===== src/design/qmr_pkg.sv =====
// shared types and the hamilton product term tables for the quaternion unit
package qmr_pkg;

  typedef enum logic {
    OP_PRODUCT = 1'b0,
    OP_ROTATE  = 1'b1
  } op_t;

  // depth of the queue between front and back end
  localparam int QUEUE_DEPTH = 4;

  // component order is w, x, y, z; each result component sums four terms
  // a[HAM_A_IDX] * b[HAM_B_IDX], subtracted where HAM_NEG is set
  localparam logic [1:0] HAM_A_IDX [4][4] = '{
    '{2'd0, 2'd1, 2'd2, 2'd3},
    '{2'd0, 2'd1, 2'd2, 2'd3},
    '{2'd0, 2'd2, 2'd3, 2'd1},
    '{2'd0, 2'd3, 2'd1, 2'd2}
  };

  localparam logic [1:0] HAM_B_IDX [4][4] = '{
    '{2'd0, 2'd1, 2'd2, 2'd3},
    '{2'd1, 2'd0, 2'd3, 2'd2},
    '{2'd2, 2'd0, 2'd1, 2'd3},
    '{2'd3, 2'd0, 2'd2, 2'd1}
  };

  localparam logic HAM_NEG [4][4] = '{
    '{1'b0, 1'b1, 1'b1, 1'b1},
    '{1'b0, 1'b0, 1'b0, 1'b1},
    '{1'b0, 1'b0, 1'b0, 1'b1},
    '{1'b0, 1'b0, 1'b0, 1'b1}
  };

endpackage


===== src/design/qmr_fifo.sv =====
// small register queue that decouples the front end from the back end
module qmr_fifo import qmr_pkg::*; #(
  parameter int DW = 257
) (
  input  logic          clk,
  input  logic          rst_n,
  input  logic          push,
  input  logic [DW-1:0] wr_data,
  output logic          full,
  input  logic          pop,
  output logic          not_empty,
  output logic [DW-1:0] rd_data
);

  localparam int PTRW = $clog2(QUEUE_DEPTH);
  localparam int CNTW = $clog2(QUEUE_DEPTH + 1);

  logic [DW-1:0]   mem_r [QUEUE_DEPTH];
  logic [PTRW-1:0] wr_ptr_r;
  logic [PTRW-1:0] rd_ptr_r;
  logic [CNTW-1:0] cnt_r;

  assign full      = (cnt_r == CNTW'(QUEUE_DEPTH));
  assign not_empty = (cnt_r != '0);
  assign rd_data   = mem_r[rd_ptr_r];

  always_ff @(posedge clk) begin
    if (!rst_n) begin
      wr_ptr_r <= '0;
      rd_ptr_r <= '0;
      cnt_r    <= '0;
    end else begin
      if (push) begin
        wr_ptr_r <= wr_ptr_r + 1'b1;
      end
      if (pop) begin
        rd_ptr_r <= rd_ptr_r + 1'b1;
      end
      case ({push, pop})
        2'b10:   cnt_r <= cnt_r + 1'b1;
        2'b01:   cnt_r <= cnt_r - 1'b1;
        default: cnt_r <= cnt_r;
      endcase
    end
  end

  always_ff @(posedge clk) begin
    if (push) begin
      mem_r[wr_ptr_r] <= wr_data;
    end
  end

endmodule


===== config.mk =====
export PLATFORM = sky130hd
export DESIGN_NAME = qmr_fifo
export DESIGN_NICKNAME = d
export VERILOG_FILES = /design/src/design/qmr_pkg.sv /design/src/design/qmr_fifo.sv
export SDC_FILE = /design/constraint.sdc
export NUM_CORES = 1
export LEC_CHECK = 0
export BUFFER_PORTS_ARGS = -buffer_cell sky130_fd_sc_hd__buf_2
export CAP_MARGIN = 20
export CORE_UTILIZATION = 57
export DETAILED_ROUTE_END_ITERATION = 10
export GPL_TIMING_DRIVEN = 0
export PLACE_DENSITY = 0.79
export SLEW_MARGIN = 20
export SYNTH_ARGS = -nofsm -noshare
export SYNTH_HDL_FRONTEND = slang
export SYNTH_SLANG_ARGS = --single-unit

===== constraint.sdc =====
create_clock -name clk -period 9.1 [get_ports clk]
set_clock_uncertainty 0.15 [all_clocks]
set_input_delay 0.91 -clock clk [delete_from_list [all_inputs] [get_ports clk]]
set_output_delay 0.91 -clock clk [all_outputs]
set_load 0.02 [all_outputs]

**Word level (Yosys, flattened, before mapping)**

Memories as Yosys holds them, arrays and structs flattened. A register that Yosys moved wholly into a read port is not among the register bits.
Index checks and enable logic that the tools add are counted.

- Equality and inequality tests: 3
- Reductions and logical operators: 2
- Mux-type cells: 5
- Add/subtract/negate cells: 4

Operators by type and width:

| operator | count |
|---|---|
| case mux 3 bit (2 select lines) | 1 |
| adder 2 x 1 -> 2 bit, second input constant | 2 |
| 2-to-1 mux 2 bit | 2 |
| adder 3 x 1 -> 3 bit, second input constant | 1 |
| == test 3 bit, second input constant | 1 |
| nonzero test 3 bit | 1 |
| subtractor 3 x 1 -> 3 bit, second input constant | 1 |
| == test 2 x 1 -> 1 bit, second input constant | 1 |
| == test 2 bit, second input constant | 1 |
| 2-to-1 mux 1 bit | 2 |
| nonzero test 2 bit | 1 |

- RAM bits: 1028
- Register bits after elaboration: 7
- Bits of input ports: 261
- Memories: 1

Memory list:

| memory | depth | bits a word | read ports | clocked after memory_dff | wr ports | RTL line | text |
|---|---|---|---|---|---|---|---|
| mem_r | 4 | 257 | 1 | 1 | 1 | qmr_fifo.sv:18 | `logic [DW-1:0] mem_r [QUEUE_DEPTH];` |

**Depth between registers and ports, before layout**

- Depth after elaboration: 3
- Gate-level depth with buffers: 6
- Depth with buffers taken out: 6

**Worst setup path before layout**

OpenSTA, ideal clock, no wires.

- Kind: input -> register
- Start: in push
- End: mem mem_r[0][0] (enable)
- Setup slack: 1.583 ns
- Arrival time: 6.718 ns
- Setup time: 0.649 ns
- Cell stages on the path: 1
- Required time: 8.301 ns
- Path buffers: 0
- Path through: and2_1

- Cells in the longest elaborated chain, start to end: 2

Ends and longest elaborated chain:

| item | RTL line | text |
|---|---|---|
| from (decl) | qmr_fifo.sv:7 | `input logic push,` |
| 2-to-1 mux 1 bit | qmr_fifo.sv:48 | `if (push) begin` |
| 2-to-1 mux 1 bit (not written as such) | qmr_fifo.sv:49 | `mem_r[wr_ptr_r] <= wr_data;` |
| to (decl) | qmr_fifo.sv:18 |  |

Every way passes these cells.

==> metrics <==
post-synthesis cell type count 21; flops & latches, synth a little over 1000; Worst-path clk slew around 70 ps; worst-skew pair later-pin latency 620 ps; worst min path class primary input to flop; internal power approximately 8400 uW; setup violators final 0; Iter 0 DRT Violations 1588; initial antenna violation count 27; number of port buffers ~520; WHS Endpoint mem_r[1][108]$_DFFE_PP_; Net Sw Frac a little under a quarter; TritonCTS clock tree done; worst r2r src wr_ptr_r[1]$_SDFFE_PN0P_; FF-to-FF End mem_r[1][98]$_DFFE_PP_; layout cell share with drive strength beyond 1 around 47%; Clock Power Share between 30 and 40%; drt total wl a little over 80 mm; HP Start wr_data[108]; Overflow after GRT 0; Finished Layout Cells between 2000 and 3000; worst-margin pin slew 905.7 ps; vias in the first global route about 19000; die width ~260 um; worst setup path category flop to primary output; Seq/Total Area, Yosys between 80 and 90%; io pins 520; die area roughly 67000 um2; CP endpoint kind primary output; commonest non-fill, non-tap cells in the layout edfxtp_1 (1028), buf_2 (544), mux4_2 (257); r2r worst-path depth 6; Tot GR Track Use between 20% and 30%; CP max FO 10; Mapped Nets 1652; Leak between 0.015 and 0.02 uW; global-route wire length before repair between 100 and 150 mm; routability cong. 0.7750; most common cell after layout, fill and taps aside edfxtp_1; max-slew violation count 0; R2R Setup Slk ~6500 ps; maximum clock frequency about 260 MHz; Net Switching around 2500 uW; routed len/inst around 28 um; Bufs on Longest Clock Path 3; Sequential Power Share about half; top post-synthesis cells by area edfxtp_1 (82%), mux4_2 (15%), buf_12 (1.2%); Post-CTS Setup Bufs 0; worst setup margin roughly 5200 ps; row count 93; Die Span Y 259.4 um; cts repair resizes 0; max-cap violation count 0; H-tree Lvls 3; CP startpoint kind flop; Cells after Synth 1385; DR pass1 iterations 5; # DRC 0; YS warnings 0; max_slew headroom between 30% and 40%; RSZ-0062 raised after global routing false; synthesized area about 38000 um2; top-area cell type share of the netlist area 81.77%; pin count of the biggest net entering global routing 48; TritonCTS Buffers just under 100; status finished clean; CP required 8040 ps; critical path arrival 2830 ps; Nets roughly 2300; Cells after DPL ~2800; DRT antenna net count 0; setup_tns 0 ps; cts hold-fix bufs 0; Peak supply drop between 0.2 and 0.25 mV; final count of hold timing violations 0; power per cell area 240.1 nW/um2; Clock Tree Root clkbuf_16; min Tclk post-route 3894 ps; Mean Syn Cell Area roughly 27 um2; # clock sinks approximately 1000; initial core utilization between 50 and 60%; via count ~18000; Core Region approximately 65000 um2; final hold slack between 300 and 400 ps; final worst-path cycle share a little over two fifths; leading area contributor after synthesis edfxtp_1; Post-DP HPWL 49.89 mm; worst hold path depth 1; Gate power share 11.4%; via density per instance approximately 5.9; Setup WS pre-CTS around 5700 ps; area grow syn2layout 19.93%
==> routing by layer <==
layer	up-vias	GRT usage, %	wire [um]
li1	7351	-	-
met3	159	7.938	8066
met5	-	0	146
met4	24	8.284	2258
met2	857	42.79	44130
met1	9262	29.08	28360
==> per-stage QoR <==
stage,utilization [%],area (um2),power [uW]
floorplan,-,37750,6440
global placement,63.79,41420,6907
detailed placement,64.67,41990,6879
CTS,69.65,45220,10950
global route,69.70,45260,11170
finish,69.73,45280,10870
==> sequential cells by signal (all words and copies together), names as in the netlist, named ones only <==
register and cells:
mem_r 1028, cnt_r 3, rd_ptr_r 2, wr_ptr_r 2
==> worst max-delay path, cell delays in order (launching register included) <==
cell and delay, ps:
dfxtp_1 300, buf_2 170, clkbuf_1 700, buf_2 430
mux4_2 400, buf_2 200
==> cell type report <==
class	instances	area [um2]
inverter	3	11.26
buffer	58	651.9
fill	3701	19650
clock inverter	52	611.8
tap	855	1070
antenna	21	52.55
multi-input combinational	287	6050
sequential	1037	31050
timing repair buffer	540	3161
clock buffer	126	2619
==> worst max-delay path by stage <==
stage          from                     end  slack [ps]  depth (start not counted)
2_1_floorplan  push   mem_r[0][0]$_DFFE_PP_        1580                          1
3_3_place_gp   push  mem_r[1][35]$_DFFE_PP_       -2930                          2
3_5_place_dp   flop             rd_data[38]        5740                          5
4_1_cts        flop            rd_data[108]        4970                          5
5_1_grt        flop            rd_data[108]        5020                          5
6_report       flop            rd_data[108]        5210                          5
==> power groups by stage <==
stage / clock network (uW) / logic (uW) / registers (uW)
6_report: 4080 / 1240 / 5550
5_1_grt: 4300 / 1310 / 5560
4_1_cts: 4140 / 1260 / 5550
3_5_place_dp: 0 / 1240 / 5640
3_3_place_gp: 0 / 1180 / 5730
2_1_floorplan: 0 / 758 / 5680
==> cell families (layout without fill, tap and decap cells) <==
family | after synthesis | count (layout) | synth area share [%]
AOI/OAI and AO/OA | 2 | 2 | 0.03314
xor gates and xnor gates | 5 | 5 | 0.1160
adders and majority gates | 6 | 6 | 0.2187
buffers and inverters | 61 | 779 | 1.756
DFF | 1037 | 1037 | 82.25
muxes | 259 | 259 | 15.38
other | 0 | 21 | 0
and+or+nand+nor | 15 | 15 | 0.2452
==> cell usage after synthesis, drive strengths merged <==
master	n
nor3b	1
ha	5
xor2	2
o21ai	1
a21boi	1
clkbuf	4
mux2i	2
mux4	257
buf	54
fa	1
or3	2
inv	3
nand2	1
edfxtp	1028
dfxtp	9
and2	9
nor2b	2
xnor2	3
Power figures use the tool's default switching activity.
