File: config.mk
export PLATFORM = sky130hd
export DESIGN_NAME = qmr_front
export DESIGN_NICKNAME = d
export VERILOG_FILES = /design/src/design/qmr_pkg.sv /design/src/design/qmr_front.sv
export SDC_FILE = /design/constraint.sdc
export NUM_CORES = 1
export LEC_CHECK = 0
export ABC_AREA = 1
export BUFFER_PORTS_ARGS = -buffer_cell sky130_fd_sc_hd__buf_2
export CORE_AREA = 4 4 201 203
export DETAILED_ROUTE_END_ITERATION = 6
export DIE_AREA = 0 0 205 207
export PLACE_DENSITY = 0.59
export SLEW_MARGIN = 0
export SYNTH_ARGS = -nofsm -noshare
export SYNTH_HDL_FRONTEND = slang
export SYNTH_SLANG_ARGS = --single-unit
File: constraint.sdc
create_clock -name clk -period 15.7 [get_ports clk]
set_input_delay 4.71 -clock clk [delete_from_list [all_inputs] [get_ports clk]]
set_output_delay 4.71 -clock clk [all_outputs]
set_load 0.03 [all_outputs]
File: src/design/qmr_pkg.sv
// shared types and the hamilton product term tables for the quaternion unit
package qmr_pkg;

  typedef enum logic {
    OP_PRODUCT = 1'b0,
    OP_ROTATE  = 1'b1
  } op_t;

  // depth of the queue between front and back end
  localparam int QUEUE_DEPTH = 4;

  // component order is w, x, y, z; each result component sums four terms
  // a[HAM_A_IDX] * b[HAM_B_IDX], subtracted where HAM_NEG is set
  localparam logic [1:0] HAM_A_IDX [4][4] = '{
    '{2'd0, 2'd1, 2'd2, 2'd3},
    '{2'd0, 2'd1, 2'd2, 2'd3},
    '{2'd0, 2'd2, 2'd3, 2'd1},
    '{2'd0, 2'd3, 2'd1, 2'd2}
  };

  localparam logic [1:0] HAM_B_IDX [4][4] = '{
    '{2'd0, 2'd1, 2'd2, 2'd3},
    '{2'd1, 2'd0, 2'd3, 2'd2},
    '{2'd2, 2'd0, 2'd1, 2'd3},
    '{2'd3, 2'd0, 2'd2, 2'd1}
  };

  localparam logic HAM_NEG [4][4] = '{
    '{1'b0, 1'b1, 1'b1, 1'b1},
    '{1'b0, 1'b0, 1'b0, 1'b1},
    '{1'b0, 1'b0, 1'b0, 1'b1},
    '{1'b0, 1'b0, 1'b0, 1'b1}
  };

endpackage

File: src/design/qmr_front.sv
// front end: takes requests, classifies the op and registers the queue entry
module qmr_front import qmr_pkg::*; #(
  parameter int WORD_BITS = 32
) (
  input  logic                        clk,
  input  logic                        rst_n,
  input  logic                        in_valid,
  output logic                        in_stall,
  input  logic                        in_op,
  input  logic [3:0][WORD_BITS-1:0]   in_a,
  input  logic [3:0][WORD_BITS-1:0]   in_b,
  output logic                        q_push,
  input  logic                        q_full,
  output logic [8*WORD_BITS:0]        q_entry
);

  logic                      fv_r;
  logic                      load;
  op_t                       op;
  logic [3:0][WORD_BITS-1:0] b_cls;
  logic [8*WORD_BITS:0]      entry_r;

  assign q_push   = fv_r && !q_full;
  assign load     = !fv_r || q_push;
  assign in_stall = !load;
  assign q_entry  = entry_r;

  // rotation uses b as a pure vector, so its scalar part is cleared here
  always_comb begin
    op    = op_t'(in_op);
    b_cls = in_b;
    if (op == OP_ROTATE) begin
      b_cls[0] = '0;
    end
  end

  always_ff @(posedge clk) begin
    if (!rst_n) begin
      fv_r <= 1'b0;
    end else if (load) begin
      fv_r <= in_valid;
    end
  end

  always_ff @(posedge clk) begin
    if (load && in_valid) begin
      entry_r <= {in_op, in_a, b_cls};
    end
  end

endmodule

== Word-level counts from Yosys, hierarchy flattened ==
Cells that the tools add are included.

* Bits in registers: 258
* Input port bits: 261
* Output and inout port bits: 259
* Logic and storage cells: 9

* Reduce and logical (&&, ||, !) cells: 6

{| class="wikitable"
|+ Operators by type and width
! kind !! number
|-
| $logic_not 1->1 || 3
|-
| $logic_and 1x1->1 || 2
|-
| $logic_or 1x1->1 || 1
|}

== Depth between registers and ports, before layout ==
Gate-level depths: netlist of run 1.

* Depth after elaboration: 4
* Gate-level depth with buffers: 3
* Gate-level depth less buffers: 3

== Worst setup path after synthesis of run 1 ==
Ideal clock, no wire load.

* Path kind: input -> register
* Start: input q_full
* End: register entry_r[0] (netlist: q_entry[0]), enable pin
* Setup time: 0.881 ns
* Arrival time: 15.611 ns
* Data required time: 14.819 ns
* Setup slack: -0.792 ns
* Cell stages on the path: 3
* Buffers on the path: 0
* Path through: nand2_1 inv_1 nor2_1

* Word-level cells in the longest chain between the ends: 4

{| class="wikitable"
|+ RTL lines
! item !! RTL line !! source
|-
| start, declared || qmr_front.sv:13 || <nowiki>input logic q_full,</nowiki>
|-
| $logic_not 1->1 || qmr_front.sv:23 || <nowiki>assign q_push = fv_r && !q_full;</nowiki>
|-
| $logic_and 1x1->1 || qmr_front.sv:23 ||
|-
| $logic_or 1x1->1 || qmr_front.sv:24 || <nowiki>assign load = !fv_r || q_push;</nowiki>
|-
| $logic_and 1x1->1 || qmr_front.sv:46 || <nowiki>if (load && in_valid) begin</nowiki>
|-
| end signal, assigned || qmr_front.sv:47 || <nowiki>entry_r <= {in_op, in_a, b_cls};</nowiki>
|-
| end, declared || qmr_front.sv:21 || <nowiki>logic [8*WORD_BITS:0] entry_r;</nowiki>
|}

No other way between the ends.
A chain may end at the register's enable or synchronous reset.

== Final worst setup path of run 1 ==
* Start: input q_full
* End: output in_stall

* Word-level cells in the longest chain between the ends: 4

{| class="wikitable"
|+ RTL lines
! item !! RTL line !! source
|-
| $logic_not 1->1 || qmr_front.sv:23 ||
|-
| $logic_and 1x1->1 || qmr_front.sv:23 ||
|-
| $logic_or 1x1->1 || qmr_front.sv:24 ||
|-
| $logic_not 1->1 || qmr_front.sv:25 || <nowiki>assign in_stall = !load;</nowiki>
|-
| end, declared || qmr_front.sv:8 || <nowiki>output logic in_stall,</nowiki>
|}

No other way between the ends.

==> impl_results.rst, run 1 <==
.. list-table::
   :header-rows: 1

   * - Metric
     - Value
   * - Unrepaired setup endpoints after global routing
     - false
   * - Longest Clk Path Bufs
     - 3
   * - Status
     - complete, no violations
   * - Clock sink total
     - 258
   * - Detail Route Antenna Nets
     - 0
   * - CTS Hold Buffers Added
     - 0
   * - Quantity of I/O buffers inserted on ports
     - 519
   * - Number of distinct library cells after synthesis
     - 7
   * - All-layer global routing usage
     - 10.7%
   * - Most frequent CP cell
     - buf_2
   * - Library cell used as clock root buffer
     - clkbuf_16
   * - Area growth from synthesis to layout
     - 51.7%
   * - IO Pins
     - 520
   * - Die width
     - 205 um
   * - Fmax
     - 0.101 GHz
   * - Vias in the first global route
     - 5464
   * - DRC violation total after the first TritonRoute iteration
     - 254
   * - Routed Wire Length
     - 24900 um
   * - Number of buffers inserted to repair setup after CTS
     - 0
   * - Power per unit of standard cell area
     - 135 nW/um^2
   * - Vias per Instance
     - 3.63
   * - Wire length of the first global-routing pass
     - 34500 um
   * - Mean Syn Cell Area
     - 24.2 um^2
   * - Total via count after detailed routing
     - 5169
   * - Hold crit path type
     - reg2reg
   * - Endpoint of the lowest-slack register-to-register path
     - q_entry[126]$_DFFE_PP_
   * - Share of post-route cells with drive strength above 1
     - 62.1%
   * - Post-detailed-route wirelength per cell
     - 17.5 um
   * - Post-Synthesis Cell Area
     - 8040 um^2
   * - Capture endpoint of the worst hold path
     - fv_r$_SDFFE_PN0P_
   * - Kind of start point of the critical path
     - input port
   * - Sequential cell area fraction in the yosys report
     - 96.2%
   * - Weighted congestion at the end of routability-driven global placement
     - 0.801
   * - Congestion Overflow GR
     - 0
   * - Post-Syn Nets
     - 594
   * - Fin crit period
     - 9.92 ns
   * - Power after layout
     - 1640 uW
   * - Die height
     - 207 um
   * - Data arrival time of the critical path
     - 5.21 ns
   * - Max Cap Viol
     - 0
   * - Number of antenna violations at the first check in global routing
     - 9
   * - List of cells traversed by the critical path
     - buf_2 -> nand2_1 -> inv_1 -> buf_2
   * - Standby leakage power
     - 0.00527 uW
   * - Worst hold path stage count
     - 2
   * - Full die area
     - 42400 um^2
   * - Number of storage elements in the synthesis netlist
     - 258
   * - Clock latency reported for the late side of the worst-skew pair
     - 0.54 ns
   * - Tightest slew margin relative to the limit
     - 32.1%
   * - R2R Setup Slk
     - 13.33 ns
   * - Clock slew seen by the registers of the worst setup and hold paths
     - 0.07 ns
   * - Post-CTS sizing
     - 0
   * - Levels on crit path
     - 4
   * - Core Region
     - 38500 um^2
   * - Portion of the clock cycle consumed by the worst path in the final layout
     - 63.2%
   * - Post-layout instance count excluding filler cells
     - 1424
   * - Worst hold slack across all endpoints
     - 0.499 ns
   * - CP bufs+invs
     - 3
   * - Placement Setup Slack
     - 5.77 ns
   * - Clock tree from TritonCTS
     - built
   * - Number of clock buffers inserted by TritonCTS
     - 28
   * - Startpoint of the worst-slack reg-to-reg timing path
     - fv_r$_SDFFE_PN0P_
   * - Yosys warning total
     - 0
   * - Final clock skew
     - 0.0164 ns
   * - Number of rows created at floorplan
     - 72
   * - Net count reported at finish
     - 1144
   * - Starting density of the core
     - 20.9%
   * - Cell family contributing the most delay on the critical path
     - buffers and inverters
   * - Critical path's slowest cell
     - buf_2
   * - Residual DRC
     - 0
   * - Slack of the critical path
     - 5.78 ns
   * - Delay of the slowest cell on the worst path
     - 0.21 ns
   * - Number of cells in the design after placement
     - 1371
   * - Fin. Hold Viols
     - 0
   * - Slew at the pin closest to its max-slew limit
     - 1.02 ns
   * - Cell depth of the worst flop-to-flop path
     - 5
   * - Max-slew violation count
     - 0
   * - Setup total negative slack
     - 0 ns
   * - Endpoint required time on the critical path
     - 10.99 ns
   * - Origin of the worst min-delay path
     - fv_r$_SDFFE_PN0P_
   * - DP HPWL
     - 19300 um
   * - Category of the worst setup path capture point
     - output port
   * - Largest fanout on the critical path
     - 2
   * - Kind of critical path
     - in2out
   * - Post-Synthesis Cells
     - 333
   * - Max rail drop VDD
     - 0.0712 mV
   * - Max H-tree Level
     - 1
   * - Maximum number of pins on one net before global-route repair
     - 80
   * - # setup viols final
     - 0
   * - 1st-pass router iterations
     - 4
sequential cells by signal, summed over array words and instances (netlist names):
name     count
q_entry    257
fv_r         1
kinds of logic (layout without fill, tap and decap cells):
kind of cell / Yosys count / in the layout / synth area share, %
flops: 258 / 258 / 96.2
simple gates: 35 / 35 / 1.63
buf+inv: 39 / 609 / 2.10
other cells: 0 / 3 / 0
compound gates: 1 / 1 / 0.0622
Yosys cell counts, drive strengths merged:
| master | number | share of area [%] |
|---|---|---|
| inv | 36 | 1.7 |
| dfxtp | 1 | 0.25 |
| nor2 | 34 | 1.6 |
| nand2 | 1 | 0.047 |
| a21oi | 1 | 0.062 |
| edfxtp | 257 | 96 |
| buf | 3 | 0.42 |
placed cells by master, fill, tap and decap left out:
cell type,n
buf_4,4
clkinv_4,2
clkinv_2,2
bufinv_16,3
inv_1,36
diode_2,3
clkbuf_1,7
nor2_1,33
a21oi_1,1
dfxtp_1,1
clkinv_1,6
nand2_1,1
nor2_4,1
edfxtp_1,257
clkinvlp_4,1
clkbuf_16,29
buf_2,519
tightest hold or removal path, delay by kind of cell, from the launching register on:
kind,cells,cell delay (ns)
flops,1,0.32
compound gates,1,0.07
simple gates,1,0.07
cell type report:
type / instances / area [um^2]
Antenna cell: 3 / 7.51
Fill cell: 3847 / 26300
Timing Repair Buffer: 523 / 2630
Multi-Input combinational cell: 36 / 144
Clock buffer: 36 / 752
Inverter: 36 / 135
Clock inverter: 14 / 148
Sequential cell: 258 / 7740
Tap cell: 518 / 648
layer usage:
| layer | vias to the layer above | GRT usage, % | part of all wire (%) |
|---|---|---|---|
| met1 | 2465 | 11.9 | 36 |
| met4 | 12 | 3.35 | 2.2 |
| met5 | - | 0 | 0.32 |
| met2 | 297 | 18.7 | 50 |
| met3 | 41 | 4.39 | 12 |
| li1 | 2354 | - | - |
how the worst max path moves through the flow:
stage	from	end	slack, ns
after floorplan	q_full	q_entry[0]$_SDFFCE_PP0P_	3.58
after global placement	q_full	in_stall	5.76
after detailed placement	q_full	in_stall	5.77
after CTS	q_full	in_stall	5.77
after global routing	q_full	in_stall	5.76
final	q_full	in_stall	5.78
power breakdown:
| part | leakage [uW] | internal (uW) | switching (uW) |
|---|---|---|---|
| registers | 0.00250 | 808 | 10.9 |
| logic | 0.00234 | 50.3 | 128 |
| clock network | 0.000434 | 386 | 260 |
| total | 0.00527 | 1240 | 399 |
through the flow:
step	instance area, um^2	util, %
2_1_floorplan	8050	-
3_3_place_gp	11300	29.4
3_5_place_dp	11300	29.4
4_1_cts	12200	31.7
5_1_grt	12200	31.7
6_report	12200	31.7
Note: power is estimated with default switching activity, not from simulation.
==> run 2: changes to the inputs <==
--- a/config.mk
+++ b/config.mk
@@ -5,11 +5,11 @@
 export SDC_FILE = /design/constraint.sdc
 export NUM_CORES = 1
 export LEC_CHECK = 0
-export ABC_AREA = 1
+export ABC_AREA = 0
 export BUFFER_PORTS_ARGS = -buffer_cell sky130_fd_sc_hd__buf_2
-export CORE_AREA = 4 4 201 203
+export CORE_AREA = 4 4 200 202
 export DETAILED_ROUTE_END_ITERATION = 6
-export DIE_AREA = 0 0 205 207
+export DIE_AREA = 0 0 204 206
 export PLACE_DENSITY = 0.59
 export SLEW_MARGIN = 0
 export SYNTH_ARGS = -nofsm -noshare
==> constraint.sdc (replaced) <==
create_clock -name clk -period 8.8 [get_ports clk]
set_input_delay 2.64 -clock clk [delete_from_list [all_inputs] [get_ports clk]]
set_output_delay 2.64 -clock clk [all_outputs]
set_load 0.03 [all_outputs]
==> run 2 against run 1 <==
Effect of this change: sequential power increased by 78%; critical path type unchanged; power increased by 73%; clock-buffer cell count unchanged; register-to-register slack got worse by 6.9 ns; clock power increased by 66%; die area decreased by 0.97%; flip-flop and latch count unchanged; via count decreased by 3.3%.
==> impl_results.rst, run 2 <==
.. list-table::
   :header-rows: 1

   * - Metric
     - Value
   * - Status
     - complete, no violations
   * - Vias per Instance
     - 3.61 (-0.46%)
   * - Core Region
     - 38300 um^2 (-0.47%)
   * - Post-detailed-route wirelength per cell
     - 16.1 um (-7.9%)
   * - Top library cells by usage in the layout, fill and taps aside
     - buf_2, edfxtp_1, nor2b_1
   * - Power per unit of standard cell area
     - 235 nW/um^2 (+75%)
   * - Number of clock buffers inserted by TritonCTS
     - 27 (-3.6%)
   * - Post-Place Cell Area
     - 11300 um^2 (-0.36%)
   * - Clock sink total
     - 258 (unchanged)
   * - Placement Setup Slack
     - 3.00 ns (-2.77 ns)
   * - Fin crit period
     - 5.80 ns
   * - Die width
     - 204 um (-0.49%)
   * - Portion of the clock cycle consumed by the worst path in the final layout
     - 65.9%
   * - Full die area
     - 42000 um^2 (-0.97%)
   * - Number of fill cells
     - 3779 (-1.8%)
   * - Commonest register cell after synthesis
     - edfxtp_1
   * - Startpoint of the worst-slack reg-to-reg timing path
     - fv_r$_SDFFE_PN0P_
   * - Setup total negative slack
     - 0 ns (unchanged)
   * - Clock slew seen by the registers of the worst setup and hold paths
     - 0.06 ns (about the same)
   * - # setup viols final
     - 0 (unchanged)
   * - WL met2
     - 11300 um (-8.1%)
   * - Endpoint required time on the critical path
     - 6.16 ns (-4.83 ns)
   * - Quantity of I/O buffers inserted on ports
     - 519 (unchanged)
   * - Hold crit path type
     - reg2reg
   * - Standby leakage power
     - 0.00505 uW (-4.2%)
   * - Number of distinct library cells after synthesis
     - 6 (-1)
   * - Kind of critical path
     - in2out
   * - Number of buffers inserted to repair setup after CTS
     - 0 (unchanged)
   * - Cell depth of the worst flop-to-flop path
     - 4 (-1)
   * - Die height
     - 206 um (-0.48%)
   * - DP HPWL
     - 17200 um (-11%)
   * - All-layer global routing usage
     - 9.29% (-1.4 points)
   * - Sequential cell area
     - 7740 um^2 (unchanged)
   * - R2R Setup Slk
     - 6.42 ns (-6.91 ns)
   * - Fmax
     - 0.172 GHz
   * - 1st-pass router iterations
     - 4 (unchanged)
   * - Max Cap Viol
     - 0 (unchanged)
   * - Metal3 WL
     - 2640 um (-13%)
   * - Max-slew violation count
     - 0 (unchanged)
   * - Clock tree from TritonCTS
     - built
   * - Origin of the worst min-delay path
     - fv_r$_SDFFE_PN0P_
   * - Detail Route Antenna Nets
     - 0 (unchanged)
   * - Final clock skew
     - 0.0140 ns (-0.00237 ns)
   * - Number of antenna violations at the first check in global routing
     - 1 (-8)
   * - Clock latency reported for the late side of the worst-skew pair
     - 0.53 ns (about the same)
   * - Endpoint of the lowest-slack register-to-register path
     - q_entry[140]$_DFFE_PP_
   * - Congestion Overflow GR
     - 0 (unchanged)
   * - Slack of the critical path
     - 3.00 ns (-2.78 ns)
   * - DRT met1 WL
     - 7810 um (-12%)
   * - Most common library cell in the layout ignoring fill and taps
     - buf_2
   * - Yosys warning total
     - 0 (unchanged)
   * - Max rail drop VDD
     - 0.161 mV (+130%)
   * - Flip-flop count of the largest register after layout
     - 257 (unchanged)
   * - Fin. Hold Viols
     - 0 (unchanged)
   * - Maximum number of pins on one net before global-route repair
     - 141 (+76%)
   * - Wire length of the first global-routing pass
     - 29900 um (-13%)
   * - Share of post-route cells with drive strength above 1
     - 64.5% (+2.3 points)
   * - Biggest area contributors in the synthesized netlist
     - edfxtp_1, nor2b_1, buf_4
   * - Starting density of the core
     - 20.9% (-0.049 points)
   * - Routed Wire Length
     - 22200 um (-11%)
   * - Library cell used as clock root buffer
     - clkbuf_16
   * - Most common cell in the netlist
     - edfxtp_1
   * - Post-synth EDFFs
     - 257 (unchanged)
   * - Mean Syn Cell Area
     - 26.9 um^2 (+11%)
   * - Slew at the pin closest to its max-slew limit
     - 0.956 ns (-0.0623 ns)
   * - Kind of start point of the critical path
     - input port
   * - Number of rows created at floorplan
     - 72 (unchanged)
   * - Highest layer used for signal routing
     - met5
   * - Longest Clk Path Bufs
     - 3 (unchanged)
   * - Combined area of the multi-input logic cells
     - 234 um^2 (+63%)
   * - Area growth from synthesis to layout
     - 51.3%
   * - Number of storage elements in the synthesis netlist
     - 258 (unchanged)
   * - Post-synth ARST share
     - 0% (unchanged)
   * - IO Pins
     - 520 (unchanged)
   * - Post-Syn Nets
     - 558 (-6.1%)
   * - DRC violation total after the first TritonRoute iteration
     - 194 (-24%)
   * - Residual DRC
     - 0 (unchanged)
   * - Weighted congestion at the end of routability-driven global placement
     - 0.743 (-7.3%)
   * - Largest fanout on the critical path
     - 3 (+1)
   * - Post-Synthesis Cells
     - 297 (-11%)
   * - Top cell type by total area after synthesis
     - edfxtp_1
   * - Total via count after detailed routing
     - 4997 (-3.3%)
   * - CTS Hold Buffers Added
     - 0 (unchanged)
   * - Cell area after layout
     - 12100 um^2 (-0.97%)
   * - Net count reported at finish
     - 1106 (-3.3%)
   * - Post-Synthesis Cell Area
     - 7990 um^2 (-0.70%)
   * - Area share of the leading cell type in the synthesized netlist
     - 96.6% (+0.68 points)
   * - Tightest slew margin relative to the limit
     - 36.3% (+4.2 points)
   * - Max H-tree Level
     - 1 (unchanged)
   * - Worst hold path stage count
     - 2 (unchanged)
   * - Vias in the first global route
     - 4993 (-8.6%)
   * - Unrepaired setup endpoints after global routing
     - false
   * - Post-synth top cells
     - edfxtp_1, nor2b_1, buf_4
   * - Capture endpoint of the worst hold path
     - fv_r$_SDFFE_PN0P_
   * - Category of the worst setup path capture point
     - output port
   * - Data arrival time of the critical path
     - 3.16 ns (-2.05 ns)
   * - Sequential cell area fraction in the yosys report
     - 96.9% (+0.68 points)
   * - Post-CTS sizing
     - 0 (unchanged)
[run 2: stage by stage]
stage                     hold WS, ns  total power [uW]  instances  util (%)
after floorplan                 0.810              1670        297         -
after global placement          0.661              1800       1334      29.4
after detailed placement        0.653              1800       1334      29.4
after CTS                       0.674              2880       1382      31.5
after global routing            0.716              2960       1382      31.5
final                           0.672              2840       1383      31.6
[run 2: layout make-up]
class,instances,area share (%)
tap,518,5.37
clock inverter,12,0.963
sequential,258,64.0
antenna,1,0.0207
multi-input combinational,36,1.94
clock buffer,36,5.87
timing repair buffer,522,21.8
[run 2: per-layer routing]
layer,track usage [%],vias up
met5,0,-
met4,3.06,2
met3,3.86,32
met2,16.5,304
met1,10.1,2392
li1,-,2267
[run 2: how the worst max path moves through the flow]
stage / startpoint / to / depth (start not counted)
after detailed placement: q_full / in_stall / 3
after global routing: q_full / in_stall / 3
after global placement: q_full / in_stall / 3
after floorplan: q_full / q_entry[0]$_SDFFCE_PP0P_ / 2
after CTS: q_full / in_stall / 3
final: q_full / in_stall / 3
[run 2: logic make-up after synthesis]
family	count (synthesis)	share of synthesized area, %
flip-flops	258	96.9
AND/OR/NAND/NOR	35	2.74
buffers and inverters	3	0.282
AO/OA/AOI/OAI	1	0.0940
[run 2: critical path, cell delays in order]
cell and delay, ns:
buf_2 0.09, and2_1 0.20, buf_2 0.23
[run 2: where the power goes]
part | switching, uW | internal (uW) | total (uW)
clock | 446 | 623 | 1070
combinational | 222 | 91.3 | 314
sequential | 17.8 | 1440 | 1460
total | 686 | 2160 | 2840
==> run 3: changes to the inputs <==
--- a/config.mk
+++ b/config.mk
@@ -5,11 +5,11 @@
 export SDC_FILE = /design/constraint.sdc
 export NUM_CORES = 1
 export LEC_CHECK = 0
-export ABC_AREA = 0
+export ABC_AREA = 1
 export BUFFER_PORTS_ARGS = -buffer_cell sky130_fd_sc_hd__buf_2
-export CORE_AREA = 4 4 200 202
+export CORE_AREA = 4 4 201 203
 export DETAILED_ROUTE_END_ITERATION = 6
-export DIE_AREA = 0 0 204 206
+export DIE_AREA = 0 0 205 207
 export PLACE_DENSITY = 0.59
 export SLEW_MARGIN = 0
 export SYNTH_ARGS = -nofsm -noshare
==> constraint.sdc (replaced) <==
create_clock -name clk -period 5.1 [get_ports clk]
set_input_delay 1.53 -clock clk [delete_from_list [all_inputs] [get_ports clk]]
set_output_delay 1.53 -clock clk [all_outputs]
set_load 0.03 [all_outputs]
==> run 3 against run 2 <==
Effect of this change: non-clock buffer count stayed put; worst setup slack got worse by 1.4 ns; critical path depth increased by 1; register-to-register slack got worse by 3.1 ns; sequential share of layout area down 1.1 points; first-iteration DRC count is 5.2% higher; die area grew 0.98%; critical endpoint unchanged; largest cell class unchanged.
==> impl_results.rst, run 3 (synthesis results as in run 1) <==
.. list-table::
   :header-rows: 1

   * - Metric
     - Value
   * - Area growth from synthesis to layout
     - 52.9%
   * - Die width
     - 205 um (+0.49%)
   * - Switching pwr
     - 1260 uW (+84%)
   * - Data arrival time of the critical path
     - 2.00 ns (-1.16 ns)
   * - Post-detailed-route wirelength per cell
     - 17.3 um (+7.8%)
   * - Tightest slew margin relative to the limit
     - 49.8% (+14 points)
   * - Full die area
     - 42400 um^2 (+0.98%)
   * - Clock latency reported for the late side of the worst-skew pair
     - 0.55 ns (+0.02 ns)
   * - Number of rows created at floorplan
     - 72 (unchanged)
   * - Total via count after detailed routing
     - 5207 (+4.2%)
   * - Endpoint required time on the critical path
     - 3.57 ns (-2.59 ns)
   * - Startpoint of the worst-slack reg-to-reg timing path
     - fv_r$_SDFFE_PN0P_
   * - DP HPWL
     - 19200 um (+12%)
   * - DRC violation total after the first TritonRoute iteration
     - 204 (+5.2%)
   * - All-layer global routing usage
     - 10.8% (+1.5 points)
   * - Combinational power share
     - 10.7% (-0.3 points)
   * - Setup total negative slack
     - 0 ns (unchanged)
   * - 1st-pass router iterations
     - 4 (unchanged)
   * - Maximum number of pins on one net before global-route repair
     - 127 (-9.9%)
   * - Max-slew violation count
     - 0 (unchanged)
   * - Clock tree from TritonCTS
     - built
   * - Hold crit path type
     - reg2reg
   * - Detail Route Antenna Nets
     - 0 (unchanged)
   * - Fmax
     - 0.283 GHz
   * - Wire length of the first global-routing pass
     - 34700 um (+16%)
   * - Clock sink total
     - 258 (unchanged)
   * - Cell depth of the worst flop-to-flop path
     - 4 (unchanged)
   * - Power after layout
     - 5150 uW (+81%)
   * - Placement Setup Slack
     - 1.57 ns (-1.43 ns)
   * - IO Pins
     - 520 (unchanged)
   * - Part of the power in registers
     - 48.9% (-2.4 points)
   * - Slew at the pin closest to its max-slew limit
     - 0.753 ns (-0.203 ns)
   * - Standby leakage power
     - 0.00530 uW (+5.0%)
   * - Post-CTS sizing
     - 0 (unchanged)
   * - Starting density of the core
     - 20.9% (+0.049 points)
   * - Category of the worst setup path capture point
     - output port
   * - Origin of the worst min-delay path
     - fv_r$_SDFFE_PN0P_
   * - Quantity of I/O buffers inserted on ports
     - 519 (unchanged)
   * - Max rail drop VDD
     - 0.279 mV (+73%)
   * - Net count reported at finish
     - 1144 (+3.4%)
   * - CTS Hold Buffers Added
     - 0 (unchanged)
   * - Weighted congestion at the end of routability-driven global placement
     - 0.808 (+8.9%)
   * - Number of clock buffers inserted by TritonCTS
     - 29 (+7.4%)
   * - Max Cap Viol
     - 0 (unchanged)
   * - Slack of the critical path
     - 1.57 ns (-1.43 ns)
   * - Number of fill cells
     - 3858 (+2.1%)
   * - Relative contribution of the clock network to total power
     - 40.4% (+2.8 points)
   * - Fin. Hold Viols
     - 0 (unchanged)
   * - Longest Clk Path Bufs
     - 3 (unchanged)
   * - Final clock skew
     - 0.0193 ns (+0.00527 ns)
   * - Routed Wire Length
     - 24800 um (+11%)
   * - Fin crit period
     - 3.53 ns
   * - Utilization of the core after routing
     - 32.0% (+0.42 points)
   * - Residual DRC
     - 0 (unchanged)
   * - Power per unit of standard cell area
     - 419 nW/um^2 (+78%)
   * - Most common library cell in the layout ignoring fill and taps
     - buf_2
   * - Core Region
     - 38500 um^2 (+0.47%)
   * - Number of antenna violations at the first check in global routing
     - 12 (+11)
   * - Congestion Overflow GR
     - 0 (unchanged)
   * - Switching portion of total power
     - 24.6% (+0.41 points)
   * - Library cell used as clock root buffer
     - clkbuf_16
   * - # setup viols final
     - 0 (unchanged)
   * - Portion of the clock cycle consumed by the worst path in the final layout
     - 69.2%
   * - Flip-flop count of the largest register after layout
     - 257 (unchanged)
   * - Internal power summed over all cells
     - 3880 uW (+80%)
   * - Number of buffers inserted to repair setup after CTS
     - 0 (unchanged)
   * - Die height
     - 207 um (+0.49%)
   * - Top library cells by usage in the layout, fill and taps aside
     - buf_2, edfxtp_1, inv_1
   * - Share of post-route cells with drive strength above 1
     - 63.0% (-1.5 points)
   * - Vias per Instance
     - 3.65 (+0.99%)
   * - First element of the critical path
     - q_full
   * - Unrepaired setup endpoints after global routing
     - false
   * - Clock slew seen by the registers of the worst setup and hold paths
     - 0.06 ns (about the same)
   * - Vias in the first global route
     - 5573 (+12%)
   * - Kind of start point of the critical path
     - input port
   * - Largest fanout on the critical path
     - 2 (-1)
   * - Max H-tree Level
     - 1 (unchanged)
   * - Worst hold slack across all endpoints
     - 0.558 ns (-0.114 ns)
   * - Status
     - complete, no violations
   * - Worst hold path stage count
     - 2 (unchanged)
   * - Kind of critical path
     - in2out
==> run 3: cell types whose count changed in the layout (fill, tap and decap cells not counted), moves of 3 or more <==
cell	before	now
nor2b_1	33	0
clkbuf_1	9	1
clkinv_2	1	5
nor2_1	0	33
inv_1	0	35
diode_2	1	4
==> run 3: metrics by stage <==
stage | cell area [um^2] | instances
after floorplan | 8070 | 333
after global placement | 11300 | 1370
after detailed placement | 11300 | 1370
after CTS | 12300 | 1423
after global routing | 12300 | 1424
final | 12300 | 1427
==> run 3: power by group through the flow <==
stage / Combinational, uW / Sequential, uW / Clock, uW
final: 553 / 2520 / 2080
after global routing: 586 / 2530 / 2250
after CTS: 564 / 2520 / 2160
after detailed placement: 563 / 2560 / 0
after global placement: 558 / 2560 / 0
after floorplan: 54.9 / 2830 / 0
==> run 3: critical path, cell delays in order <==
cell and delay, ns:
buf_2 0.15, nand2_8 0.07, inv_6 0.06, buf_2 0.19
==> run 3: path summary, 6_finish.rpt <==
kind,slack [ns],to
worst max-delay path,1.57,in_stall
worst min-delay path,0.56,fv_r$_SDFFE_PN0P_
worst max register to register,3.32,q_entry[124]$_DFFE_PP_
worst min register to register,0.56,fv_r$_SDFFE_PN0P_
==> run 3: final cells by class <==
| cell class | count | area, um^2 | share of cell area (%) |
|---|---|---|---|
| tap | 518 | 648 | 5.27 |
| antenna | 4 | 10.0 | 0.0814 |
| clock inverter | 23 | 228 | 1.85 |
| multi-input combinational | 36 | 160 | 1.30 |
| sequential | 258 | 7740 | 62.9 |
| timing repair buffer | 522 | 2650 | 21.5 |
| clock buffer | 30 | 729 | 5.93 |
| inverter | 36 | 140 | 1.14 |
==> run 3: routing by layer <==
metal	global-route usage, %	routed length (um)
met3	5.55	3450
met1	11.1	8400
met2	18.8	12100
met5	0	115
met4	3.65	668
